File: src/ar3d_pkg.sv
// ----------------------------------------------------------------------------
// ar3d_pkg
// Constants, codes and the arctangent table of the 3D axis rotation core.
// ----------------------------------------------------------------------------
package ar3d_pkg;

   localparam int DEF_COORD_WIDTH     = 32;
   localparam int DEF_ROTATION_STAGES = 24;
   localparam int ATAN_ENTRIES        = 40;
   localparam int GUARD_BITS          = 8;
   localparam int ANGLE_WIDTH         = 32;
   localparam int AXIS_WIDTH          = 2;
   // Residual angle width: the folded angle lies within a quarter turn either side
   // of zero, and the micro-rotations never move it far beyond that.
   localparam int Z_WIDTH             = 34;
   localparam int GAIN_SHIFT          = 31;
   localparam logic [GAIN_SHIFT-1:0] GAIN_Q31 = 31'd1304065748;

   localparam logic [ANGLE_WIDTH-1:0] QUARTER_TURN = 32'h4000_0000;
   localparam logic [ANGLE_WIDTH-1:0] HALF_TURN    = 32'h8000_0000;

   typedef logic [AXIS_WIDTH-1:0] axis_type;

   localparam axis_type AXIS_X    = 2'd0;
   localparam axis_type AXIS_Y    = 2'd1;
   localparam axis_type AXIS_Z    = 2'd2;
   localparam axis_type AXIS_NONE = 2'd3;

   // Entry i is floor(atan(2^-i) * 2^32 / (2 pi)); entries from 30 on are zero.
   function automatic logic [ANGLE_WIDTH-1:0] atan_turns(input int idx);
      logic [ANGLE_WIDTH-1:0] val;
      case (idx)
         0:       val = 32'h2000_0000;
         1:       val = 32'h12E4_051D;
         2:       val = 32'h09FB_385B;
         3:       val = 32'h0511_11D4;
         4:       val = 32'h028B_0D43;
         5:       val = 32'h0145_D7E1;
         6:       val = 32'h00A2_F61E;
         7:       val = 32'h0051_7C55;
         8:       val = 32'h0028_BE53;
         9:       val = 32'h0014_5F2F;
         10:      val = 32'h000A_2F98;
         11:      val = 32'h0005_17CC;
         12:      val = 32'h0002_8BE6;
         13:      val = 32'h0001_45F3;
         14:      val = 32'h0000_A2F9;
         15:      val = 32'h0000_517C;
         16:      val = 32'h0000_28BE;
         17:      val = 32'h0000_145F;
         18:      val = 32'h0000_0A2F;
         19:      val = 32'h0000_0517;
         20:      val = 32'h0000_028B;
         21:      val = 32'h0000_0145;
         22:      val = 32'h0000_00A2;
         23:      val = 32'h0000_0051;
         24:      val = 32'h0000_0028;
         25:      val = 32'h0000_0014;
         26:      val = 32'h0000_000A;
         27:      val = 32'h0000_0005;
         28:      val = 32'h0000_0002;
         29:      val = 32'h0000_0001;
         default: val = '0;
      endcase
      return val;
   endfunction

endpackage

File: src/ar3d_cordic_stage.sv
// ----------------------------------------------------------------------------
// ar3d_cordic_stage
// One registered micro-rotation of the rotation pipeline.
// ----------------------------------------------------------------------------
module ar3d_cordic_stage #(
   parameter int DATA_WIDTH = ar3d_pkg::DEF_COORD_WIDTH + 11,
   parameter int SB_WIDTH   = 3 * ar3d_pkg::DEF_COORD_WIDTH + 2,
   parameter int STAGE      = 0
) (
   input  logic                                  clock,
   input  logic                                  reset,
   input  logic                                  up_valid,
   output logic                                  up_ready,
   input  logic signed [DATA_WIDTH-1:0]          a_data,
   input  logic signed [DATA_WIDTH-1:0]          b_data,
   input  logic signed [ar3d_pkg::Z_WIDTH-1:0]   z_data,
   input  logic [SB_WIDTH-1:0]                   sb_data,
   output logic                                  dn_valid,
   input  logic                                  dn_ready,
   output logic signed [DATA_WIDTH-1:0]          a_out,
   output logic signed [DATA_WIDTH-1:0]          b_out,
   output logic signed [ar3d_pkg::Z_WIDTH-1:0]   z_out,
   output logic [SB_WIDTH-1:0]                   sb_out
);
   import ar3d_pkg::*;

   localparam logic signed [Z_WIDTH-1:0] STEP_ANGLE = Z_WIDTH'(atan_turns(STAGE));

   logic                          valid_ff;
   logic signed [DATA_WIDTH-1:0]  a_ff, a_in;
   logic signed [DATA_WIDTH-1:0]  b_ff, b_in;
   logic signed [Z_WIDTH-1:0]     z_ff, z_in;
   logic [SB_WIDTH-1:0]           sb_ff;
   logic signed [DATA_WIDTH-1:0]  da, db;

   always_comb begin
      da = b_data >>> STAGE;
      db = a_data >>> STAGE;
      // Turn towards zero residual angle.
      if (!z_data[Z_WIDTH-1]) begin
         a_in = a_data - da;
         b_in = b_data + db;
         z_in = z_data - STEP_ANGLE;
      end else begin
         a_in = a_data + da;
         b_in = b_data - db;
         z_in = z_data + STEP_ANGLE;
      end
   end

   assign up_ready = !valid_ff || dn_ready;

   always_ff @(posedge clock) begin
      if (reset) begin
         valid_ff <= 1'b0;
      end else if (up_ready) begin
         valid_ff <= up_valid;
      end
   end

   always_ff @(posedge clock) begin
      if (up_ready && up_valid) begin
         a_ff  <= a_in;
         b_ff  <= b_in;
         z_ff  <= z_in;
         sb_ff <= sb_data;
      end
   end

   assign dn_valid = valid_ff;
   assign a_out    = a_ff;
   assign b_out    = b_ff;
   assign z_out    = z_ff;
   assign sb_out   = sb_ff;

endmodule

File: config.mk
export PLATFORM = sky130hd
export DESIGN_NAME = ar3d_cordic_stage
export DESIGN_NICKNAME = d
export VERILOG_FILES = /design/src/ar3d_pkg.sv /design/src/ar3d_cordic_stage.sv
export SDC_FILE = /design/constraint.sdc
export NUM_CORES = 1
export LEC_CHECK = 0
export BUFFER_PORTS_ARGS = -buffer_cell sky130_fd_sc_hd__buf_2
export CAP_MARGIN = 20
export CORE_UTILIZATION = 49
export CTS_BUF_LIST = sky130_fd_sc_hd__clkbuf_4
export CTS_CLUSTER_DIAMETER = 50
export DETAILED_ROUTE_END_ITERATION = 8
export PLACE_DENSITY = 0.89
export SETUP_SLACK_MARGIN = 0.3
export SYNTH_ARGS = -nofsm -noshare
export SYNTH_HDL_FRONTEND = slang
export SYNTH_SLANG_ARGS = --single-unit
File: constraint.sdc
create_clock -name clock -period 7.5 [get_ports clock]
set_input_delay 1.875 -clock clock [delete_from_list [all_inputs] [get_ports clock]]
set_output_delay 1.875 -clock clock [all_outputs]
set_load 0.01 [all_outputs]
; ---- After elaboration in Yosys (flattened, before gate mapping)
; Cells that the tools add are included.
[word_totals]
ff_bits = 219
out_inout_bits = 220
[classes]
add_sub_neg = 5
mux = 3
reduce_logical = 3
[op_table]
columns = operator, n
row1 = $mux W43, 2
row2 = $sub A43 B43 Y43, 2
row3 = $add A43 B43 Y43, 1
row4 = $add A34 B31 Y34 const B, 1
row5 = $mux W34, 1
row6 = $sub A34 B31 Y34 const B, 1
row7 = $logic_and A1 B1 Y1, 1
row8 = $logic_not A1 Y1, 1
row9 = $logic_or A1 B1 Y1, 1

; ---- Depth between registers and ports, before layout
[logic_depth]
ltp_word = 3
mapped_depth = 13
mapped_depth_nobuf = 12

; ---- Worst setup path after synthesis
; No wires, ideal clock.
[synth_path]
path_type = in2reg
start = in dn_ready
end = reg a_ff[0], in the netlist a_out[0] (enable)
setup_ps = 605
arrival_ps = 7036
required_ps = 6895
slack_ps = -142
stages = 2
n_path_buf = 0
path_cell_list = nand2b_1 -> and2_1
[synth_via]
elab_chain_cells = 2
[synth_rtl]
columns = item, line
row1 = from (decl), ar3d_cordic_stage.sv:19  ; input logic dn_ready,
row2 = $logic_or A1 B1 Y1, ar3d_cordic_stage.sv:51  ; assign up_ready = !valid_ff || dn_ready;
row3 = $logic_and A1 B1 Y1, ar3d_cordic_stage.sv:62  ; if (up_ready && up_valid) begin
row4 = to (signal assigned), ar3d_cordic_stage.sv:63  ; a_ff <= a_in;
row5 = to (decl), ar3d_cordic_stage.sv:30  ; logic signed [DATA_WIDTH-1:0] a_ff, a_in;
; Every way passes these cells.
; A chain may end at the register's enable or synchronous reset.

; ---- Worst setup path after layout
[layout_path]
start = in a_data[10]
end = reg a_ff[34], in the netlist a_out[34], data pin
[layout_via]
elab_chain_cells = 2
word_cells_on_any_way = 3
[layout_rtl]
columns = item, line
row1 = from (decl), ar3d_cordic_stage.sv:14  ; input logic signed [DATA_WIDTH-1:0] a_data,
row2 = $sub A43 B43 Y43 or $add A43 B43 Y43 (tied branches), "ar3d_cordic_stage.sv:41, ar3d_cordic_stage.sv:45"
row3 = $mux W43 (*), ar3d_cordic_stage.sv:40  ; if (!z_data[Z_WIDTH-1]) begin
row4 = named net a_in[34], ar3d_cordic_stage.sv:30
; Mark *: on every way through the listed nets, which the timed path passes. The rest lies on a longest branch.

==> impl_metrics.csv <==
group,metric,value,unit
final_layout,final_common_cell,"buf_2",
yosys,async_flop_share,0,%
setup_path,worst_r2r_startpoint,"dn_valid$_SDFFE_PP0N_",
global_route,grt_first_pass_wirelength,82.4,mm
sta,slew_violations,0,
yosys,synth-adder-area-share,12.6,%
setup_path,cp.arrival,5690,ps
detailed_routing,drt-initial-drc-count,1704,
detailed_routing,wl_per_cell,23.7,um
yosys,synth_top_cell_area_share,43.7,%
final_layout,area_growth_syn_to_layout,21.6,%
power_and_ir_drop,peakVddDrop,0.106,mV
min_path,holdPathStages,2,
setup_path,cp_cell_sequence,"buf_2, inv_1, ha_1, nor4_4, o2111ai_1, o2111ai_2, nand3_2, nand2_1, a31oi_1, o41ai_1, mux2i_1, xnor2_1",
yosys,yosys-top-cells-area,"edfxtp_1, ha_1, a21oi_1",
final_layout,instances_no_fill,2365,
setup_path,crit_fanout,19,
cts,cts_buffers,58,
floorplanning,die_x,176,um
sta,fin_crit,5200,ps
min_path,worstHoldStart,"dn_valid$_SDFFE_PP0N_",
sta,rsz0062_at_grt,"false",
setup_path,worstSetupStartpointType,"input port",
yosys,synthSimpleGateAreaFrac,10.6,%
detailed_routing,wirelength,56.0,mm
yosys,synth_area_per_cell,10.0,um^2
detailed_routing,ant_nets,0,
setup_path,crit_family,"compound AO/OA/AOI/OAI gates",
detailed_routing,dr.pass1.iters,6,
flow_run,cap_violations,0,
yosys,post_synth_num_cell_types,81,
yosys,synth_top_family_by_area,"compound AO/OA/AOI/OAI gates",
floorplanning,die_h,176,um
floorplanning,dieArea,31100,um^2
min_path,hold_end,"dn_valid$_SDFFE_PP0N_",
sta,finalSetupTns,0,ps
sta,finalSetupViolCount,0,
placement,dp.final_hpwl,44.1,mm
floorplanning,start_util,50.0,%
cts,cts_hold_buffers,0,
global_route,grt_usage,35.0,%
yosys,synth.yosys.seq_area_share,43.9,%
sta,fin_crit_sh,69.4,%
yosys,synth.ff_latch_count,218,
cts,cts.clk_slew.worst_paths,70,ps
cts,clock-sinks,218,
floorplanning,floorplan.io_pins,442,
detailed_routing,vias,14059,
setup_path,cp-end-kind,"register",
yosys,synth_xor_area_share,4.88,%
yosys,synth-compound-area-share,20.9,%
setup_path,worstReg2RegEnd,"sb_out[59]$_DFFE_PP_",
placement,port_buffers,441,
final_layout,layout_common_cells,"buf_2, edfxtp_1, a21oi_1, ha_1, inv_1",
setup_path,reg2regPathDepth,3,
min_path,hp-class,"register to register",
placement,dpl.cell_count,2256,
sta,worst_slew_pin_slew,1050,ps
cts,cts_tree,"yes",
cts,cts-htree-levels,2,
final_layout,final_nets,2296,
global_route,grt_overflow,0,
sta,finClkSkew,56.5,ps
setup_path,slowest_stage,"o41ai_1",
global_route,antenna_found_initial,4,
cts,clk_latency,760,ps
placement,gp_congestion,0.988,
sta,relSlewSlack,30.3,%
setup_path,cpPeakStageDelay,770,ps
floorplanning,rows,63,
run_status,status,"finished, final reports clean",
floorplanning,fp.coreArea,29800,um^2
cts,cts_setup_buffers,0,
setup_path,crit_buf_inv,2,
yosys,yosysWarnings,0,
detailed_routing,route.detailed.drc,0,
final_layout,register_area,6540,um^2
setup_path,path_class,"input port to register",
yosys,synth_edf_count,217,
final_layout,multi_input_area,7550,um^2
setup_path,required,7990,ps
cts,root_buffer,"clkbuf_4",
power_and_ir_drop,total_leakage_power,8.06,nW
yosys,syn-cell-area,14900,um^2
cts,cts_resized,0,
sta,fmax,0.192,GHz
yosys,syn_inst,1484,
final_layout,num-fill-cells,2504,
power_and_ir_drop,powerDensity,202,nW/um^2
yosys,synthMuxAreaShare,1.61,%
yosys,synth_fp_nets,1854,
yosys,yosys.area.top_type,"edfxtp_1",
setup_path,ff2ff_setup_slack,5060,ps
global_route,first_global_vias,13665,
sta,finalHoldViolCount,0,
global_route,grt_max_degree,152,
cts,clockBufferDepth,3,
detailed_routing,via_per_inst,5.94,
yosys,ys.flop_type,"edfxtp_1",
final_layout,drive_gt1_share,29.1,%
-- worst max-delay path by stage --
stage	from	endpoint	slack, ps	depth (start not counted)
final	a_data[10]	a_out[34]$_DFFE_PP_	2300	12
after global routing	a_data[10]	b_out[34]$_DFFE_PP_	2300	12
after CTS	a_data[10]	b_out[34]$_DFFE_PP_	2590	12
after detailed placement	a_data[10]	a_out[34]$_DFFE_PP_	1800	12
after global placement	a_data[10]	b_out[34]$_DFFE_PP_	1870	12
after floorplan	dn_ready	a_out[0]$_DFFE_PP_	2310	2
-- kinds of logic after synthesis --
family          Yosys count
xor+xnor                 83
simple gates            324
flops                   218
fa+ha+maj               148
buf+inv                 205
mux                      24
compound gates          482
-- synth_stat cells (5+ instances only) --
cell	instances
a211o_1	6
a211oi_1	17
a21o_1	35
a21oi_1	175
a221oi_1	5
a31oi_1	14
and2_1	7
buf_1	12
buf_2	13
buf_4	6
clkbuf_1	30
edfxtp_1	217
ha_1	144
inv_1	138
mux2i_1	24
nand2_1	85
nand2b_1	10
nand3_1	15
nand4_1	18
nor2_1	105
nor2b_1	15
nor3_1	21
nor4_1	8
o2111ai_1	9
o211ai_1	15
o21a_1	12
o21ai_0	88
o21bai_1	33
o221ai_1	5
o31ai_1	15
or2_2	5
or3_1	10
xnor2_1	79
-- routing by layer --
metal  vias up  share of wire, %  wire [um]  track usage, %
li1       6315                 -          -               -
met5         -             0.023         13               0
met4         2               4.4       2460            15.3
met3       142                10       5810            9.71
met1      6742                40      22600            45.3
met2       858                45      25100            54.6
-- through the flow --
stage               utilization (%)  cell area (um^2)  setup WS [ps]  hold WS (ps)  total power, W
floorplan                         -             14900           2310           593         0.00218
finish                         60.8             18100           2300           628         0.00366
global route                   60.8             18100           2300           646         0.00382
global placement               58.3             17400           1870           542         0.00257
CTS                            60.8             18100           2590           622         0.00366
detailed placement             58.3             17400           1800           602         0.00257
-- registers in the layout, indices dropped and copies added, names as in the netlist --
register / cells
z_out: 34
a_out: 43
b_out: 42
sb_out: 98
dn_valid: 1
-- where the power goes --
group          switching, W  total, W  internal, W
logic              0.000674   0.00105     0.000372
registers         0.0000387   0.00153      0.00149
clock network      0.000539   0.00108     0.000544
-- final cells by class --
class / instances / share of cell area [%]
multi-input combinational: 1061 / 41.7
sequential: 218 / 36.1
timing repair buffer: 444 / 12.4
clock buffer: 82 / 3.40
inverter: 143 / 2.96
tap: 390 / 2.69
clock inverter: 26 / 0.774
antenna: 1 / 0.0138
-- worst reg2reg max path: stages, from the launching register on --
cell,delay (ps)
dfxtp_1,330
nand2b_1,150
and2_4,760
buf_12,620
(Power assumes the default switching activity.)
