### config.mk
export PLATFORM = sky130hd
export DESIGN_NAME = ar3d_scale
export DESIGN_NICKNAME = d
export VERILOG_FILES = /design/src/ar3d_pkg.sv /design/src/ar3d_scale.sv
export SDC_FILE = /design/constraint.sdc
export NUM_CORES = 2
export LEC_CHECK = 0
export BUFFER_PORTS_ARGS = -buffer_cell sky130_fd_sc_hd__buf_2
export CAP_MARGIN = 10
export CORE_AREA = 8 8 358 360
export DETAILED_ROUTE_END_ITERATION = 10
export DIE_AREA = 0 0 366 368
export PLACE_DENSITY_LB_ADDON = 0.1
export SLEW_MARGIN = 10
export SYNTH_ARGS = -nofsm -noshare
export SYNTH_HDL_FRONTEND = slang
export SYNTH_SLANG_ARGS = --single-unit
export TNS_END_PERCENT = 10
### constraint.sdc
create_clock -name clock -period 19.5 [get_ports clock]
set_clock_uncertainty 0.2 [all_clocks]
set_input_delay 0.975 -clock clock [delete_from_list [all_inputs] [get_ports clock]]
set_output_delay 0.975 -clock clock [all_outputs]
set_load 0.01 [all_outputs]
### src/ar3d_pkg.sv
// ----------------------------------------------------------------------------
// ar3d_pkg
// Constants, codes and the arctangent table of the 3D axis rotation core.
// ----------------------------------------------------------------------------
package ar3d_pkg;

   localparam int DEF_COORD_WIDTH     = 32;
   localparam int DEF_ROTATION_STAGES = 24;
   localparam int ATAN_ENTRIES        = 40;
   localparam int GUARD_BITS          = 8;
   localparam int ANGLE_WIDTH         = 32;
   localparam int AXIS_WIDTH          = 2;
   // Residual angle width: the folded angle lies within a quarter turn either side
   // of zero, and the micro-rotations never move it far beyond that.
   localparam int Z_WIDTH             = 34;
   localparam int GAIN_SHIFT          = 31;
   localparam logic [GAIN_SHIFT-1:0] GAIN_Q31 = 31'd1304065748;

   localparam logic [ANGLE_WIDTH-1:0] QUARTER_TURN = 32'h4000_0000;
   localparam logic [ANGLE_WIDTH-1:0] HALF_TURN    = 32'h8000_0000;

   typedef logic [AXIS_WIDTH-1:0] axis_type;

   localparam axis_type AXIS_X    = 2'd0;
   localparam axis_type AXIS_Y    = 2'd1;
   localparam axis_type AXIS_Z    = 2'd2;
   localparam axis_type AXIS_NONE = 2'd3;

   // Entry i is floor(atan(2^-i) * 2^32 / (2 pi)); entries from 30 on are zero.
   function automatic logic [ANGLE_WIDTH-1:0] atan_turns(input int idx);
      logic [ANGLE_WIDTH-1:0] val;
      case (idx)
         0:       val = 32'h2000_0000;
         1:       val = 32'h12E4_051D;
         2:       val = 32'h09FB_385B;
         3:       val = 32'h0511_11D4;
         4:       val = 32'h028B_0D43;
         5:       val = 32'h0145_D7E1;
         6:       val = 32'h00A2_F61E;
         7:       val = 32'h0051_7C55;
         8:       val = 32'h0028_BE53;
         9:       val = 32'h0014_5F2F;
         10:      val = 32'h000A_2F98;
         11:      val = 32'h0005_17CC;
         12:      val = 32'h0002_8BE6;
         13:      val = 32'h0001_45F3;
         14:      val = 32'h0000_A2F9;
         15:      val = 32'h0000_517C;
         16:      val = 32'h0000_28BE;
         17:      val = 32'h0000_145F;
         18:      val = 32'h0000_0A2F;
         19:      val = 32'h0000_0517;
         20:      val = 32'h0000_028B;
         21:      val = 32'h0000_0145;
         22:      val = 32'h0000_00A2;
         23:      val = 32'h0000_0051;
         24:      val = 32'h0000_0028;
         25:      val = 32'h0000_0014;
         26:      val = 32'h0000_000A;
         27:      val = 32'h0000_0005;
         28:      val = 32'h0000_0002;
         29:      val = 32'h0000_0001;
         default: val = '0;
      endcase
      return val;
   endfunction

endpackage

### src/ar3d_scale.sv
// ----------------------------------------------------------------------------
// ar3d_scale
// Four-stage gain removal: magnitude, gain multiply, round away from zero,
// saturate and map the pair back onto x, y and z in the output register.
// ----------------------------------------------------------------------------
module ar3d_scale #(
   parameter int COORD_WIDTH = ar3d_pkg::DEF_COORD_WIDTH,
   parameter int DATA_WIDTH  = ar3d_pkg::DEF_COORD_WIDTH + 11,
   parameter int SB_WIDTH    = 3 * ar3d_pkg::DEF_COORD_WIDTH + 2
) (
   input  logic                           clock,
   input  logic                           reset,
   input  logic                           up_valid,
   output logic                           up_ready,
   input  logic signed [DATA_WIDTH-1:0]   a_data,
   input  logic signed [DATA_WIDTH-1:0]   b_data,
   input  logic [SB_WIDTH-1:0]            sb_data,
   output logic                           dn_valid,
   input  logic                           dn_ready,
   output logic signed [COORD_WIDTH-1:0]  out_x,
   output logic signed [COORD_WIDTH-1:0]  out_y,
   output logic signed [COORD_WIDTH-1:0]  out_z
);
   import ar3d_pkg::*;

   localparam int MAG_WIDTH = (DATA_WIDTH > GAIN_SHIFT + 1) ? DATA_WIDTH : GAIN_SHIFT + 1;
   localparam int HI_WIDTH  = MAG_WIDTH - GAIN_SHIFT;
   localparam int SUM_WIDTH = MAG_WIDTH + 1;
   localparam int RND_WIDTH = SUM_WIDTH - GUARD_BITS;
   localparam int PROD_LO_WIDTH = 2 * GAIN_SHIFT;
   localparam logic [SUM_WIDTH-1:0] ROUND_HALF = SUM_WIDTH'(1) << (GUARD_BITS - 1);
   localparam logic [RND_WIDTH-1:0] LIM_NEG    = RND_WIDTH'(1) << (COORD_WIDTH - 1);
   localparam logic [RND_WIDTH-1:0] LIM_POS    = LIM_NEG - RND_WIDTH'(1);

   // Stage handshake: valid per stage, ready rippling back from the output.
   logic [3:0]                   valid_ff;
   logic [4:0]                   stg_ready;

   logic [SB_WIDTH-1:0]          sb1_ff, sb2_ff, sb3_ff;
   logic [1:0]                   neg1_ff, neg2_ff, neg3_ff;
   logic [MAG_WIDTH-1:0]         mag_ff [0:1];
   logic [MAG_WIDTH-1:0]         mag_in [0:1];
   logic [MAG_WIDTH-1:0]         phi_ff [0:1];
   logic [MAG_WIDTH-1:0]         phi_in [0:1];
   logic [GAIN_SHIFT-1:0]        plo_ff [0:1];
   logic [GAIN_SHIFT-1:0]        plo_in [0:1];
   logic [RND_WIDTH-1:0]         rnd_ff [0:1];
   logic [RND_WIDTH-1:0]         rnd_in [0:1];
   logic [DATA_WIDTH-1:0]        abs_val [0:1];
   logic [HI_WIDTH-1:0]          hi_part [0:1];
   logic [PROD_LO_WIDTH-1:0]     lo_prod [0:1];
   logic [SUM_WIDTH-1:0]         sum_val [0:1];
   logic [RND_WIDTH-1:0]         sat_mag [0:1];
   logic signed [COORD_WIDTH-1:0] res [0:1];
   logic [1:0]                   neg_in;

   logic signed [COORD_WIDTH-1:0] x_ff, x_in;
   logic signed [COORD_WIDTH-1:0] y_ff, y_in;
   logic signed [COORD_WIDTH-1:0] z_ff, z_in;
   axis_type                      axis_sb;
   logic signed [COORD_WIDTH-1:0] c_sb, oa_sb, ob_sb;

   always_comb begin
      stg_ready[4] = dn_ready;
      for (int k = 3; k >= 0; k--) begin
         stg_ready[k] = !valid_ff[k] || stg_ready[k+1];
      end
   end

   assign up_ready = stg_ready[0];

   always_ff @(posedge clock) begin
      if (reset) begin
         valid_ff <= '0;
      end else begin
         if (stg_ready[0]) valid_ff[0] <= up_valid;
         if (stg_ready[1]) valid_ff[1] <= valid_ff[0];
         if (stg_ready[2]) valid_ff[2] <= valid_ff[1];
         if (stg_ready[3]) valid_ff[3] <= valid_ff[2];
      end
   end

   always_comb begin
      neg_in = {b_data[DATA_WIDTH-1], a_data[DATA_WIDTH-1]};
      abs_val[0] = neg_in[0] ? (~a_data + 1'b1) : a_data;
      abs_val[1] = neg_in[1] ? (~b_data + 1'b1) : b_data;
      for (int l = 0; l < 2; l++) begin
         mag_in[l]  = MAG_WIDTH'(abs_val[l]);
         // The gain is applied to the upper and lower parts of the magnitude.
         hi_part[l] = mag_ff[l][MAG_WIDTH-1:GAIN_SHIFT];
         phi_in[l]  = MAG_WIDTH'(hi_part[l] * GAIN_Q31);
         lo_prod[l] = mag_ff[l][GAIN_SHIFT-1:0] * GAIN_Q31;
         plo_in[l]  = lo_prod[l][PROD_LO_WIDTH-1:GAIN_SHIFT];
         sum_val[l] = {1'b0, phi_ff[l]} + SUM_WIDTH'(plo_ff[l]) + ROUND_HALF;
         rnd_in[l]  = sum_val[l][SUM_WIDTH-1:GUARD_BITS];
         if (neg3_ff[l]) begin
            sat_mag[l] = (rnd_ff[l] > LIM_NEG) ? LIM_NEG : rnd_ff[l];
            res[l]     = COORD_WIDTH'(-sat_mag[l]);
         end else begin
            sat_mag[l] = (rnd_ff[l] > LIM_POS) ? LIM_POS : rnd_ff[l];
            res[l]     = COORD_WIDTH'(sat_mag[l]);
         end
      end
   end

   assign {axis_sb, c_sb, oa_sb, ob_sb} = sb3_ff;

   always_comb begin
      case (axis_sb)
         AXIS_X: begin
            x_in = c_sb;
            y_in = res[0];
            z_in = res[1];
         end
         AXIS_Y: begin
            x_in = res[1];
            y_in = c_sb;
            z_in = res[0];
         end
         AXIS_Z: begin
            x_in = res[0];
            y_in = res[1];
            z_in = c_sb;
         end
         default: begin
            // No rotation: the original point is carried alongside.
            x_in = oa_sb;
            y_in = ob_sb;
            z_in = c_sb;
         end
      endcase
   end

   always_ff @(posedge clock) begin
      if (stg_ready[0] && up_valid) begin
         mag_ff  <= mag_in;
         neg1_ff <= neg_in;
         sb1_ff  <= sb_data;
      end
      if (stg_ready[1] && valid_ff[0]) begin
         phi_ff  <= phi_in;
         plo_ff  <= plo_in;
         neg2_ff <= neg1_ff;
         sb2_ff  <= sb1_ff;
      end
      if (stg_ready[2] && valid_ff[1]) begin
         rnd_ff  <= rnd_in;
         neg3_ff <= neg2_ff;
         sb3_ff  <= sb2_ff;
      end
      if (stg_ready[3] && valid_ff[2]) begin
         x_ff <= x_in;
         y_ff <= y_in;
         z_ff <= z_in;
      end
   end

   assign dn_valid = valid_ff[3];
   assign out_x    = x_ff;
   assign out_y    = y_ff;
   assign out_z    = z_ff;

endmodule

======== After elaboration in Yosys (flattened, before gate mapping) ========
Cells that the tools add are included.
W data, S select, Z words.
word-level totals
  bits in registers ....................... 702
  input bits .............................. 188
cells by class
  add/sub/neg operators ................... 8
  multiply operators ...................... 4
  order comparisons ....................... 4
  equal/unequal tests ..................... 2
  multiplexer cells ....................... 11
  bitwise operators ....................... 2
  reduce and logical (&&, ||, !) cells .... 13
operator list
  operator                  number
  $mux W32                  6
  $pmux W32 S3              2
  $mul A31 B29 Y60 const B  2
  $add A43 B31 Y44          2
  $add A44 B8 Y44 const B   2
  $add A43 B1 Y43 const B   2
  $not A43 Y43              2
  $mux W42                  2
  $mul A12 B29 Y41 const B  2
  $gt A36 B31 Y1 const B    2
  $gt A36 B32 Y1 const B    2
  $neg A32 Y32              2
  $pmux W32 S2              1
  $logic_and A1 B1 Y1       4
  $logic_not A1 Y1          4
  $logic_or A1 B1 Y1        4
  $eq A2 B1 Y1 const B      1
  $eq A2 B2 Y1 const B      1
  $logic_not A2 Y1          1

======== Longest topological paths before layout ========
  depth after elaboration ................. 6
  mapped depth ............................ 26
  mapped depth without buffers ............ 26

======== Least setup slack after synthesis ========
Ideal clock, no wire load.
  path type ............................... input -> register
  start ................................... in dn_ready
  end ..................................... reg neg3_ff[0] (enable)
  setup time .............................. 0.967 ns
  data arrival time ....................... 13.455 ns
  required time ........................... 18.333 ns
  slack ................................... 4.878 ns
  cell stages on the path ................. 2
  buffers on the path ..................... 0
  cells stage by stage .................... nor2b_1 > a21boi_0
between the ends
  word-level cells in the longest chain between the ends .. 3
ends and longest elaborated chain
  element                          line               text
  start: declaration               ar3d_scale.sv:19   input logic dn_ready,
  $logic_or A1 B1 Y1 (2 in a row)  ar3d_scale.sv:66   stg_ready[k] = !valid_ff[k] || stg_ready[k+1];
  $logic_and A1 B1 Y1              ar3d_scale.sv:146  if (stg_ready[2] && valid_ff[1]) begin
  end signal: assignment           ar3d_scale.sv:148  neg3_ff <= neg2_ff;
  end: declaration                 ar3d_scale.sv:40   logic [1:0] neg1_ff, neg2_ff, neg3_ff;
No other way between the ends.
A chain may end at the register's enable or synchronous reset.

==> impl_metrics.tcl <==
set metrics [dict create \
    critPathKind "reg -> reg" \
    port_buffers 285 \
    stdcell_count 8493 \
    synth_ff_type "edfxtp_1" \
    routed_wl_um 193500 \
    drv_cap 0 \
    required_ns 19.75 \
    cts_setup_buffers 0 \
    synth-seq-cells 698 \
    die_w_um 366 \
    core_area_um2 122700 \
    crit_path_end_kind "flip-flop" \
    root_buffer "clkbuf_16" \
    rows 129 \
    fp.dieH_um 368 \
    place_inst 8349 \
    status "finished, final reports clean" \
    worstMarginPinSlew_ns 1.125 \
    final_cell_area_um2 81400 \
    seqCellArea_um2 20920 \
    r2r_end "plo_ff[60]" \
    cts_max_level 3 \
    fin_crit_sh_pct 45.91 \
    start_kind "flip-flop" \
    drive_gt1_share_pct 7.381 \
    drtAntennaViolNets 0 \
    dr.first_iter.drc_count 3493 \
    vias_per_cell 5.659 \
    clock_sinks 698 \
    drc 0 \
    dp_hpwl_um 163100 \
    grt_max_degree 169 \
    cp_max_fo 7 \
    hold_depth 0 \
    reg2reg_slack_ns 10.55 \
    timing.final.ws_setup_ns 10.55 \
    synth_common_cells "inv_1 (1634), fa_1 (1138), ha_1 (1018)" \
    setup_viol 0 \
    die_area_um2 134700 \
    ys_seq_area_share_pct 27.78 \
    min_path_type "reg -> reg" \
    syn_avg_cell_area_um2 11.63 \
    grt_pass1_vias 50970 \
    worstReg2RegStart "mag_ff[50]" \
    clk_pin_slew_ns 0.07 \
    multiInputGateArea_um2 48020 \
    async_flop_share_pct 0 \
    syn_inst 6476 \
    cts_buffer_depth 3 \
    min_from "sb2_ff[48]" \
    syn-num-nets 8820 \
    io_pins 286 \
    start_util_pct 61.40 \
    hold_viol 0 \
    final.setup.tns_ns 0 \
    ys_warn_count 0 \
    fmaxAchievable_mhz 111.7 \
    drt-pass1-iter-count 5 \
    rsz0062_at_grt "no" \
    slew_headroom_pct 25.00 \
    ff2ff_path_depth 24 \
    syn_area_um2 75320 \
    antenna_found_initial 10 \
    maxSlewViolCount 0 \
    arrival_ns 9.20 \
    ys_types 76 \
    synth_top_cell_by_area "fa_1" \
    wire_per_inst_um 22.78 \
    synth.top_cell.area_share_pct 30.25 \
    synth.most_common_cell "inv_1" \
    nets 9137 \
    nFillCells 9523 \
    grt_pass1_wl_um 301200 \
    overflow 0 \
    cts_tree "done" \
    insertion_delay_ns 0.70 \
    place_area_um2 78780 \
    place.gp.congestion 0.9831 \
    holdPathEnd "sb3_ff[48]" \
    grt_use_total_pct 29.11 \
    ys_top_cells_by_area "fa_1 (30%), edfxtp_1 (28%), ha_1 (17%), inv_1 (8.1%), xnor2_1 (2.1%)" \
    cts_buffers 79 \
    pre_cts_ws_ns 10.73 \
    hold_buffers 0 \
    via_count 48060 \
    cts_resized 0 \
    synth_edf_count 694 \
    period_minus_slack_ns 8.953 \
    syn_to_final_growth_pct 8.077 \
]
## stage by stage
step | hold slack, ns | util [%]
6_report | 0.1810 | 66.36
5_1_grt | 0.1854 | 66.36
4_1_cts | 0.1662 | 66.36
3_5_place_dp | 0.2045 | 64.22
3_3_place_gp | 0.2002 | 64.22
2_1_floorplan | 0.2003 | -
## worst max-delay path: stages (launching register included)
cell      delay [ns]
edfxtp_1        0.67
inv_1           0.28
fa_1            0.54
fa_1            0.51
inv_1           0.06
fa_1            0.48
fa_1            0.53
fa_1            0.52
fa_1            0.53
fa_1            0.61
inv_1           0.08
fa_1            0.52
inv_1           0.05
ha_1            0.33
and3_1          0.24
a41o_1          0.24
a31oi_1         0.13
o21ai_0         0.13
a31oi_1         0.35
nand3_1         0.30
a31oi_1         0.50
o211ai_1        0.25
nand3_1         0.18
nand3_1         0.12
o311ai_0        0.34
## logic make-up after synthesis
family	after synthesis	synth area share, %
compound gates	825	6.939
xor+xnor	250	2.907
fa+ha+maj	2156	47.16
buf+inv	1708	8.519
flops	698	27.78
mux	72	1.724
simple gates	767	4.975
## metal layers
metal | global-route usage (%) | vias to the layer above | part of all wire, %
met5 | 0 | - | 0.019
met4 | 10.73 | 6 | 4.1
met3 | 4.201 | 322 | 6.1
met2 | 49.00 | 1562 | 49
met1 | 38.66 | 24254 | 41
li1 | - | 21916 | -
## area by class of cell
type,count,share of cell area (%)
clock inverter,50,0.7163
timing repair buffer,310,2.029
multi-input combinational,4070,59.00
sequential,698,25.70
tap,1637,2.516
inverter,1634,7.535
antenna,1,0.003074
clock buffer,93,2.505
## flip-flops by register name, indices dropped and copies added (netlist names)
register and cells:
out_z 32, sb3_ff 98, sb1_ff 98, rnd_ff 72, neg1_ff 2, valid_ff 4, hi_part 24, sb2_ff 98
phi_ff 82, out_y 32, neg3_ff 2, out_x 32, plo_ff 58, mag_ff 62, neg2_ff 2
## cell usage in the layout (no fill, tap or decap), types with 17 or more instances in the layout
cell type	n
inv_1	1634
buf_2	285
a31oi_1	21
nand2b_1	27
nor2_1	205
o211ai_1	17
a21o_1	90
o21a_1	35
nor2b_1	39
nand4_1	25
clkbuf_16	79
and3_1	21
edfxtp_1	694
a211oi_1	40
buf_4	22
nand2_1	195
a21oi_1	259
o31ai_1	29
o21bai_1	18
xor2_1	68
nor3_1	73
nand3_1	53
ha_1	1018
or3_1	38
o21ai_0	186
mux2i_1	24
or4_1	19
xnor2_1	182
fa_1	1138
mux4_2	46
## worst max-delay path by stage
stage | start | to | slack, ns | depth (start not counted)
finish | mag_ff[50] | plo_ff[60] | 10.55 | 24
global route | mag_ff[50] | plo_ff[60] | 10.15 | 24
CTS | mag_ff[50] | plo_ff[60] | 10.68 | 24
detailed placement | mag_ff[12] | plo_ff[24] | 10.73 | 24
global placement | mag_ff[12] | plo_ff[24] | 10.88 | 24
floorplan | dn_ready | neg3_ff[0] | 4.88 | 2
Power is left out: the tool's default activity adds up to more than one toggle a clock period on the data nets, which glitch-free logic cannot reach.
