==> src/ar3d_pkg.sv <==
// ----------------------------------------------------------------------------
// ar3d_pkg
// Constants, codes and the arctangent table of the 3D axis rotation core.
// ----------------------------------------------------------------------------
package ar3d_pkg;

   localparam int DEF_COORD_WIDTH     = 32;
   localparam int DEF_ROTATION_STAGES = 24;
   localparam int ATAN_ENTRIES        = 40;
   localparam int GUARD_BITS          = 8;
   localparam int ANGLE_WIDTH         = 32;
   localparam int AXIS_WIDTH          = 2;
   // Residual angle width: the folded angle lies within a quarter turn either side
   // of zero, and the micro-rotations never move it far beyond that.
   localparam int Z_WIDTH             = 34;
   localparam int GAIN_SHIFT          = 31;
   localparam logic [GAIN_SHIFT-1:0] GAIN_Q31 = 31'd1304065748;

   localparam logic [ANGLE_WIDTH-1:0] QUARTER_TURN = 32'h4000_0000;
   localparam logic [ANGLE_WIDTH-1:0] HALF_TURN    = 32'h8000_0000;

   typedef logic [AXIS_WIDTH-1:0] axis_type;

   localparam axis_type AXIS_X    = 2'd0;
   localparam axis_type AXIS_Y    = 2'd1;
   localparam axis_type AXIS_Z    = 2'd2;
   localparam axis_type AXIS_NONE = 2'd3;

   // Entry i is floor(atan(2^-i) * 2^32 / (2 pi)); entries from 30 on are zero.
   function automatic logic [ANGLE_WIDTH-1:0] atan_turns(input int idx);
      logic [ANGLE_WIDTH-1:0] val;
      case (idx)
         0:       val = 32'h2000_0000;
         1:       val = 32'h12E4_051D;
         2:       val = 32'h09FB_385B;
         3:       val = 32'h0511_11D4;
         4:       val = 32'h028B_0D43;
         5:       val = 32'h0145_D7E1;
         6:       val = 32'h00A2_F61E;
         7:       val = 32'h0051_7C55;
         8:       val = 32'h0028_BE53;
         9:       val = 32'h0014_5F2F;
         10:      val = 32'h000A_2F98;
         11:      val = 32'h0005_17CC;
         12:      val = 32'h0002_8BE6;
         13:      val = 32'h0001_45F3;
         14:      val = 32'h0000_A2F9;
         15:      val = 32'h0000_517C;
         16:      val = 32'h0000_28BE;
         17:      val = 32'h0000_145F;
         18:      val = 32'h0000_0A2F;
         19:      val = 32'h0000_0517;
         20:      val = 32'h0000_028B;
         21:      val = 32'h0000_0145;
         22:      val = 32'h0000_00A2;
         23:      val = 32'h0000_0051;
         24:      val = 32'h0000_0028;
         25:      val = 32'h0000_0014;
         26:      val = 32'h0000_000A;
         27:      val = 32'h0000_0005;
         28:      val = 32'h0000_0002;
         29:      val = 32'h0000_0001;
         default: val = '0;
      endcase
      return val;
   endfunction

endpackage

==> src/ar3d_prerot.sv <==
// ----------------------------------------------------------------------------
// ar3d_prerot
// Input stage: picks the coordinate pair, folds the angle into a half turn
// about zero and scales the pair up by the guard bits.
// ----------------------------------------------------------------------------
module ar3d_prerot #(
   parameter int COORD_WIDTH = ar3d_pkg::DEF_COORD_WIDTH,
   parameter int DATA_WIDTH  = ar3d_pkg::DEF_COORD_WIDTH + 11,
   parameter int SB_WIDTH    = 3 * ar3d_pkg::DEF_COORD_WIDTH + 2
) (
   input  logic                                  clock,
   input  logic                                  reset,
   input  logic                                  up_valid,
   output logic                                  up_ready,
   input  logic signed [COORD_WIDTH-1:0]         in_x,
   input  logic signed [COORD_WIDTH-1:0]         in_y,
   input  logic signed [COORD_WIDTH-1:0]         in_z,
   input  logic [ar3d_pkg::ANGLE_WIDTH-1:0]      turn_angle,
   input  ar3d_pkg::axis_type                    axis_select,
   output logic                                  dn_valid,
   input  logic                                  dn_ready,
   output logic signed [DATA_WIDTH-1:0]          a_out,
   output logic signed [DATA_WIDTH-1:0]          b_out,
   output logic signed [ar3d_pkg::Z_WIDTH-1:0]   z_out,
   output logic [SB_WIDTH-1:0]                   sb_out
);
   import ar3d_pkg::*;

   logic                            valid_ff;
   logic signed [DATA_WIDTH-1:0]    a_ff, a_in;
   logic signed [DATA_WIDTH-1:0]    b_ff, b_in;
   logic signed [Z_WIDTH-1:0]       z_ff, z_in;
   logic [SB_WIDTH-1:0]             sb_ff, sb_in;
   logic signed [COORD_WIDTH-1:0]   sel_a, sel_b, sel_c;
   logic signed [DATA_WIDTH-1:0]    ext_a, ext_b;
   logic [ANGLE_WIDTH-1:0]          shifted;
   logic [ANGLE_WIDTH-1:0]          folded;
   logic                            flip;

   always_comb begin
      case (axis_select)
         AXIS_X: begin
            sel_a = in_y;
            sel_b = in_z;
            sel_c = in_x;
         end
         AXIS_Y: begin
            sel_a = in_z;
            sel_b = in_x;
            sel_c = in_y;
         end
         default: begin
            // Z rotation, and also the pass-through code, which keeps x, y, z order.
            sel_a = in_x;
            sel_b = in_y;
            sel_c = in_z;
         end
      endcase

      // Angles in the second and third quarter turn become a half-turn flip of
      // the pair followed by the remaining angle.
      shifted = turn_angle + QUARTER_TURN;
      flip    = shifted[ANGLE_WIDTH-1];
      folded  = flip ? (turn_angle - HALF_TURN) : turn_angle;

      ext_a = DATA_WIDTH'(sel_a) <<< GUARD_BITS;
      ext_b = DATA_WIDTH'(sel_b) <<< GUARD_BITS;
      a_in  = flip ? -ext_a : ext_a;
      b_in  = flip ? -ext_b : ext_b;
      z_in  = Z_WIDTH'($signed(folded));
      sb_in = {axis_select, sel_c, sel_a, sel_b};
   end

   assign up_ready = !valid_ff || dn_ready;

   always_ff @(posedge clock) begin
      if (reset) begin
         valid_ff <= 1'b0;
      end else if (up_ready) begin
         valid_ff <= up_valid;
      end
   end

   always_ff @(posedge clock) begin
      if (up_ready && up_valid) begin
         a_ff  <= a_in;
         b_ff  <= b_in;
         z_ff  <= z_in;
         sb_ff <= sb_in;
      end
   end

   assign dn_valid = valid_ff;
   assign a_out    = a_ff;
   assign b_out    = b_ff;
   assign z_out    = z_ff;
   assign sb_out   = sb_ff;

endmodule

==> config.mk <==
export PLATFORM = sky130hd
export DESIGN_NAME = ar3d_prerot
export DESIGN_NICKNAME = d
export VERILOG_FILES = /design/src/ar3d_pkg.sv /design/src/ar3d_prerot.sv
export SDC_FILE = /design/constraint.sdc
export NUM_CORES = 1
export LEC_CHECK = 0
export ABC_AREA = 0
export BUFFER_PORTS_ARGS = -buffer_cell sky130_fd_sc_hd__buf_2
export CAP_MARGIN = 30
export CELL_PAD_IN_SITES_DETAIL_PLACEMENT = 1
export CELL_PAD_IN_SITES_GLOBAL_PLACEMENT = 1
export CORE_MARGIN = 2
export CORE_UTILIZATION = 40
export CTS_BUF_LIST = sky130_fd_sc_hd__clkbuf_8
export CTS_CLUSTER_SIZE = 40
export DETAILED_ROUTE_END_ITERATION = 7
export GPL_TIMING_DRIVEN = 0
export PLACE_DENSITY = 0.9
export SKIP_LAST_GASP = 1
export SYNTH_ARGS = -nofsm -noshare
export SYNTH_HDL_FRONTEND = slang
export SYNTH_SLANG_ARGS = --single-unit
==> constraint.sdc <==
create_clock -name clock -period 6.37 [get_ports clock]
set_input_delay 0.637 -clock clock [delete_from_list [all_inputs] [get_ports clock]]
set_output_delay 0.637 -clock clock [all_outputs]
set_load 0.05 [all_outputs]
# ---- Yosys cells after proc, flatten, opt, wreduce, memory -nomap -nowiden
# Index checks and enable logic that the tools add are counted.
# Widths: inputs -> output; s select.
dict set report totals {
  reg_bits 217
  input_bits 134
  output_inout_bits 220
  wordCells 22
}
dict set report op_classes {
  addsub 4
  n_eq_ne 1
  mux 6
  n_reduce_logical 4
}
# operator n
set op_table {}
lappend op_table {{$pmux 32 s2} 3}
lappend op_table {{$mux 43} 2}
lappend op_table {{$neg 40->43} 2}
lappend op_table {{$add 32x31->32 const B} 1}
lappend op_table {{$mux 32} 1}
lappend op_table {{$sub 32x32->32 const B} 1}
lappend op_table {{$eq 2x1->1 const B} 1}
lappend op_table {{$logic_not 2->1} 1}
lappend op_table {{$logic_and 1x1->1} 1}
lappend op_table {{$logic_not 1->1} 1}
lappend op_table {{$logic_or 1x1->1} 1}

# ---- Depth between registers and ports, before layout
# Gate-level depths: netlist (run 1).
dict set report depth {
  ltp_word 4
  depth_mapped 13
  mapped_depth_nobuf 8
}

# ---- Worst setup path before layout (run 1)
# OpenSTA, ideal clock, no wires.
dict set report synth_path {
  path_type {input -> register}
  start {input port dn_ready}
  end {register a_ff[10], in the netlist a_out[10] (enable)}
  setup_time_ns 0.582
  t_arrival_ns 5.679
  t_required_ns 5.788
  setup_slack_ns 0.109
  stages 2
  path_buffers 0
  path_cell_list {nand2b_1 and2_1}
}
dict set report synth_between {
  elab_chain_len 2
}
# element line_no
set synth_rtl {}
lappend synth_rtl {{start: declaration} ar3d_prerot.sv:21} ;# input logic dn_ready,
lappend synth_rtl {{$logic_or 1x1->1} ar3d_prerot.sv:74} ;# assign up_ready = !valid_ff || dn_ready;
lappend synth_rtl {{$logic_and 1x1->1} ar3d_prerot.sv:85} ;# if (up_ready && up_valid) begin
lappend synth_rtl {{end signal: assignment} ar3d_prerot.sv:86} ;# a_ff <= a_in;
lappend synth_rtl {{end: declaration} ar3d_prerot.sv:30} ;# logic signed [DATA_WIDTH-1:0] a_ff, a_in;
# Every way passes these cells.
# A chain may end at the register's enable or synchronous reset.

# ---- Final worst setup path (run 1)
dict set report layout_path {
  start {input port axis_select[1]}
  end {register b_ff[38], in the netlist b_out[38] (data pin)}
}
dict set report layout_between {
  elab_chain_len 4
  word_cells_on_any_way 5
  cone_classes {add/sub (1); eq/ne (1); mux (2); reduce/logical (1)}
}
# element line_no
set layout_rtl {}
lappend layout_rtl {{start: declaration} ar3d_prerot.sv:19} ;# input ar3d_pkg::axis_type axis_select,
lappend layout_rtl {{$eq 2x1->1 / $logic_not 2->1 (equally long branches)} ar3d_prerot.sv:41} ;# case (axis_select)
lappend layout_rtl {{$pmux 32 s2 (*)} ar3d_prerot.sv:41}
lappend layout_rtl {{named net sel_b[3]} ar3d_prerot.sv:34} ;# logic signed [COORD_WIDTH-1:0] sel_a, sel_b, sel_c;
lappend layout_rtl {{$neg 40->43 (*)} ar3d_prerot.sv:69} ;# b_in = flip ? -ext_b : ext_b;
lappend layout_rtl {{$mux 43 (*)} ar3d_prerot.sv:69}
lappend layout_rtl {{named net b_in[38]} ar3d_prerot.sv:31} ;# logic signed [DATA_WIDTH-1:0] b_ff, b_in;
lappend layout_rtl {{end signal: assignment} ar3d_prerot.sv:87} ;# b_ff <= b_in;
lappend layout_rtl {{end: declaration} ar3d_prerot.sv:31}
# Mark *: on every way through the listed nets, which the timed path passes. The rest lies on a longest branch.

==> metrics.cfg, run 1 <==
[run_status]
outcome=completed

[sta]
fin_crit_sh_pct=66.2
slew_violations=0
fmax_mhz=237
worst_pin_slew_ps=1030
grt_setup_unrepaired=no
finClkSkew_ps=21.8
setup_viol=0
fin_crit_ps=4220
hold_ws_ps=295
max-slew-margin-rel_pct=30.9
hold_viol_final=0

[yosys]
synth_top_area_cell=edfxtp_1
syn-cell-area_um2=9490
ys_warn_count=0
ys_seq_elements=199
avgSynthCellArea_um2=12.5
synthMostInstantiatedCell=edfxtp_1
async_flop_share_pct=0
yosysSeqAreaShare_pct=62.9
synthTopCellsByCount=edfxtp_1, nand2_1, mux2i_1, o21ai_0, xnor2_1
synth_edf_count=198
synth_top_flop_cell=edfxtp_1
synth_top_cells_by_area=edfxtp_1, mux2i_1, o21ai_0
netlist_instances=757
yosys.area.top_type_share_pct=62.7
synth_cell_types=40

[clocking]
cts_root_buffer=clkbuf_8
clkSinkCount=199
cts_buffer_depth=2
clkLatencyLatePin_ps=470
cts-buffers-inserted=17
cts_tree=yes
h-tree-depth=4
holdBufCountCts=0
clk_pin_slew_ps=120
cts.repair.resized=0
cts_setup_buffers=0

[cells_and_area]
final_nets=1264
drive_gt1_share_pct=37.3
fill_cells=2633
final_util_pct=51.8
area.growth.synth_to_final_pct=27.8

[routing]
drtIter0Drc=509
wl_mm=34.2
wl_met2_mm=17.5
drt-met1-wl_mm=13.3
top_layer_used=met5
wl_met3_mm=2.42
vias=7774
routed_via_density=5.28
drc=0
first_pass_iters=5
wire_per_inst_um=23.2
postRouteAntennaNets=0

[grt]
grt_pass1_vias=8182
grt_use_total_pct=26.9
grt_pass1_wl_mm=49.1
overflow=0
antenna_found_initial=11
grt_max_degree=73

[critical_path]
arrival_ps=4410
end_kind=flip-flop
crit_required_ps=6560
crit_type=in2reg
cp_common_cell=buf_2
crit_path_max_fanout=10
startpoint_type=input port
cp_slowest_cell=nor3_1
slowest_delay_ps=560
cp_cell_sequence=buf_2 -> buf_2 -> buf_2 -> clkbuf_1 -> o21a_1 -> inv_1 -> nor3_1 -> nand3_1 -> nor3_2 -> buf_2 -> a31oi_1 -> xor2_1

[die]
initial_core_util_pct=40.5
chipHeight_um=158
die_area_um2=25000
io_pins=354
core_um2=23400
die_w_um=158
rows=56

[power]
vdd_drop_max_mv=0.136
p_leak_nw=5.24
p_per_area_nw_per_um2=285
power_mw=3.46

[placement]
dp_hpwl_mm=26.2
port_buffers=337
finalWeightedCongestion=0.827

[min_path]
hp-class=in2reg

[flow_run]
cap_violations=0

==> flip-flops by register name (all words and copies together), names as in the netlist <==
name      cells
sb_out       96
dn_valid      1
b_out        35
z_out        32
a_out        35
==> cells by family after synthesis <==
logic type             after synthesis  share of synthesized area, %
flip-flops                         199                          62.9
AND/OR/NAND/NOR                    166                          7.57
AO/OA/AOI/OAI                      139                          7.78
multiplexers                       104                          11.0
buffers and inverters               84                          4.76
XOR/XNOR                            64                          5.91
other                                1                        0.0395
==> area by class of cell <==
class | instances | area, µm² | area share (%)
multi-input cells | 489 | 3130 | 25.8
repair buffers | 339 | 1740 | 14.4
flip-flops and latches | 199 | 5970 | 49.2
inverters | 23 | 86.3 | 0.712
well taps | 319 | 399 | 3.29
diodes | 11 | 27.5 | 0.227
clock buffers | 17 | 234 | 1.93
clock inverters | 15 | 171 | 1.41
plain buffers | 61 | 365 | 3.01
==> report_power, final <==
part | internal (mW) | total [mW] | switching, mW
Combinational | 0.235 | 0.989 | 0.754
Sequential | 1.59 | 1.63 | 0.0376
Clock | 0.302 | 0.838 | 0.535
Total | 2.13 | 3.46 | 1.33
==> through the flow <==
stage / cells / instance area (µm²) / worst slack, ps / setup TNS, ps
floorplan: 772 / 9540 / 109 / 0
global placement: 1428 / 11600 / -1460 / -284810
detailed placement: 1430 / 11700 / 1720 / 0
CTS: 1462 / 12100 / 2230 / 0
global route: 1469 / 12100 / 1990 / 0
finish: 1473 / 12100 / 2150 / 0
==> critical path: cells and delay by family <==
| kind | cells | cell delay, ps |
|---|---|---|
| AND/OR/NAND/NOR | 3 | 1500 |
| AO/OA/AOI/OAI | 2 | 470 |
| buffers and inverters | 6 | 1590 |
| XOR/XNOR | 1 | 190 |
==> layout by cell type, fill, tap and decap left out, types with 3 or more instances in the layout <==
master,netlist,routed
mux2i_1,99,99
o21ai_1,7,7
mux2_2,5,5
nand2_1,101,101
nor2_1,34,34
conb_1,1,16
inv_1,23,23
nand3_1,3,3
a31oi_1,6,6
buf_2,13,350
nor3_1,12,12
o21a_1,3,3
buf_4,24,24
a21oi_1,32,32
clkinv_8,0,4
xnor2_1,39,39
diode_2,0,11
buf_1,4,4
o21ai_0,84,84
buf_6,4,4
inv_8,0,3
clkbuf_1,16,16
xor2_1,25,25
edfxtp_1,198,198
inv_6,0,5
clkbuf_8,0,17
==> layer usage <==
metal  global-route usage, %  vias to the layer above
li1                        -                     3462
met1                    31.5                     3885
met2                    47.7                      361
met3                    6.30                       62
met4                    10.4                        4
met5                       0                        -
==> path summary, 6_finish.rpt <==
path	from	to	slack [ps]	depth (start not counted)
setup / recovery	axis_select[1]	b_out[38]	2150	12
hold / removal	reset	dn_valid	300	2
setup reg to reg	dn_valid	a_out[26]	4030	4
hold reg to reg	dn_valid	dn_valid	560	2
No activity file was read; power rests on OpenSTA's default activity.
==> inputs of run 2 (changes only) <==
- clock period: 6.37 -> 4.2 ns (I/O delays scaled with it)
==> metrics.cfg, run 2 (same netlist as run 1, synthesis figures left out) <==
[critical_path]
crit_path_max_fanout=10  ; unchanged
crit_end=b_out[36]
r2r_end=sb_out[2]
crit_type=in2reg
r2r_start=dn_valid
end_kind=flip-flop
arrival_ps=4180  ; -230 ps
crit_required_ps=4430  ; -2130 ps
ff2ff_path_depth=4  ; unchanged
reg2reg_setup_slack_ps=2430  ; -1600 ps
crit_path_start=axis_select[1]
startpoint_type=input port

[routing]
postRouteAntennaNets=0  ; unchanged
first_pass_iters=5  ; unchanged
wire_per_inst_um=22.7  ; -2.5%
drc=0  ; unchanged
wl_mm=33.3  ; -2.7%
routed_via_density=5.25  ; -0.53%
drtIter0Drc=489  ; -3.9%
vias=7717  ; -0.73%

[run_status]
outcome=completed

[sta]
finalSetupTns_ps=0  ; unchanged
max-slew-margin-rel_pct=28.9  ; -2.0 points
fmax_mhz=253
hold_viol_final=0  ; unchanged
grt_setup_unrepaired=no
setup_viol=0  ; unchanged
finClkSkew_ps=14.7  ; -7.02 ps
worst_pin_slew_ps=1060  ; +29.7 ps
fin_crit_sh_pct=94.1
fin_crit_ps=3950
slew_violations=0  ; unchanged

[placement]
dp_hpwl_mm=25.1  ; -4.0%
port_buffers=337  ; unchanged
finalWeightedCongestion=0.832  ; +0.58%
place_area_um2=11700  ; +0.24%

[power]
switching_power_mw=2.02  ; +52%
sw_frac_of_total_pct=38.4  ; +0.082 points
p_int_mw=3.24  ; +52%
p_comb_share_pct=28.5  ; about the same
p_seq_share_pct=46.9  ; -0.3 points
vdd_drop_max_mv=0.214  ; +57%
p_leak_nw=5.25  ; +0.20%
p_per_area_nw_per_um2=433  ; +52%
p_clk_share_pct=24.6  ; +0.4 points

[clocking]
cts_setup_buffers=0  ; unchanged
clkLatencyLatePin_ps=480  ; about the same
cts_root_buffer=clkbuf_8
holdBufCountCts=0  ; unchanged
cts_tree=yes
h-tree-depth=4  ; unchanged
cts_buffer_depth=2  ; unchanged
cts-buffers-inserted=17  ; unchanged
cts.repair.resized=0  ; unchanged
clk_pin_slew_ps=120  ; about the same
clkSinkCount=199  ; unchanged

[cells_and_area]
final_nets=1265  ; +0.079%
final_cell_mix=buf_2, edfxtp_1, nand2_1
area.growth.synth_to_final_pct=28.0
finalInstanceArea_um2=12100  ; +0.20%
largest_reg_flops=96  ; unchanged
drive_gt1_share_pct=37.3  ; +0.055 points
final_common_cell=buf_2

[grt]
grt_pass1_vias=8111  ; -0.87%
antenna_found_initial=8  ; -3
grt_use_total_pct=26.0  ; -0.88 points
overflow=0  ; unchanged
grt_pass1_wl_mm=47.9  ; -2.5%
grt_max_degree=69  ; -5.5%

[flow_run]
cap_violations=0  ; unchanged

[die]
chipHeight_um=158  ; unchanged
io_pins=354  ; unchanged
die_w_um=158  ; unchanged
rows=56  ; unchanged
die_area_um2=25000  ; unchanged
core_um2=23400  ; unchanged
initial_core_util_pct=40.5  ; unchanged

[min_path]
hp-class=in2reg

-- run 2: area by class of cell --
class / count / area, µm²
Antenna cell: 7 / 17.5
Buffer: 61 / 365
Clock buffer: 17 / 234
Clock inverter: 15 / 178
Fill cell: 2621 / 11300
Inverter: 23 / 86.3
Multi-Input combinational cell: 489 / 3130
Sequential cell: 199 / 5970
Tap cell: 319 / 399
Timing Repair Buffer: 340 / 1770
-- run 2: how the worst min path moves through the flow --
stage | cells past startpoint | slack [ps] | endpoint | startpoint
5_1_grt | 2 | 40 | dn_valid | reset
4_1_cts | 2 | 50 | dn_valid | reset
6_report | 2 | 70 | dn_valid | reset
3_5_place_dp | 2 | 520 | dn_valid | dn_valid
3_3_place_gp | 2 | 490 | dn_valid | dn_valid
2_1_floorplan | 1 | 490 | dn_valid | reset
-- run 2: stage by stage --
step / hold slack [ps] / std cells / setup slack [ps] / util, % / total power, mW
2_1_floorplan: 489 / 772 / 245 / - / 3.57
3_3_place_gp: 487 / 1428 / -227 / 49.7 / 3.95
3_5_place_dp: 521 / 1431 / -182 / 50.0 / 4.00
4_1_cts: 52.9 / 1463 / 320 / 51.8 / 5.27
5_1_grt: 44.2 / 1467 / 83.1 / 51.8 / 5.43
6_report: 73.6 / 1470 / 247 / 51.9 / 5.26
-- run 2: power by group through the flow --
stage                     clock, mW  combinational, mW  sequential (mW)
after CTS                      1.31               1.50             2.47
after global placement            0               1.43             2.52
after floorplan                   0              0.449             3.12
after detailed placement          0               1.49             2.51
final                          1.29               1.50             2.47
after global routing           1.37               1.57             2.48
-- run 2: worst max-delay path, cell delays in order --
cell	delay, ps
buf_2	80
buf_2	220
buf_2	320
clkbuf_1	600
o21a_1	300
inv_1	80
nor3_1	540
nand3_1	360
nor3_2	520
buf_2	370
a31oi_1	140
xnor2_1	190
-- run 2: layer usage --
metal	track usage [%]	routed length (µm)
met1	31.2	12800
met2	45.8	17000
met3	6.43	2820
met4	8.49	697
met5	0	27
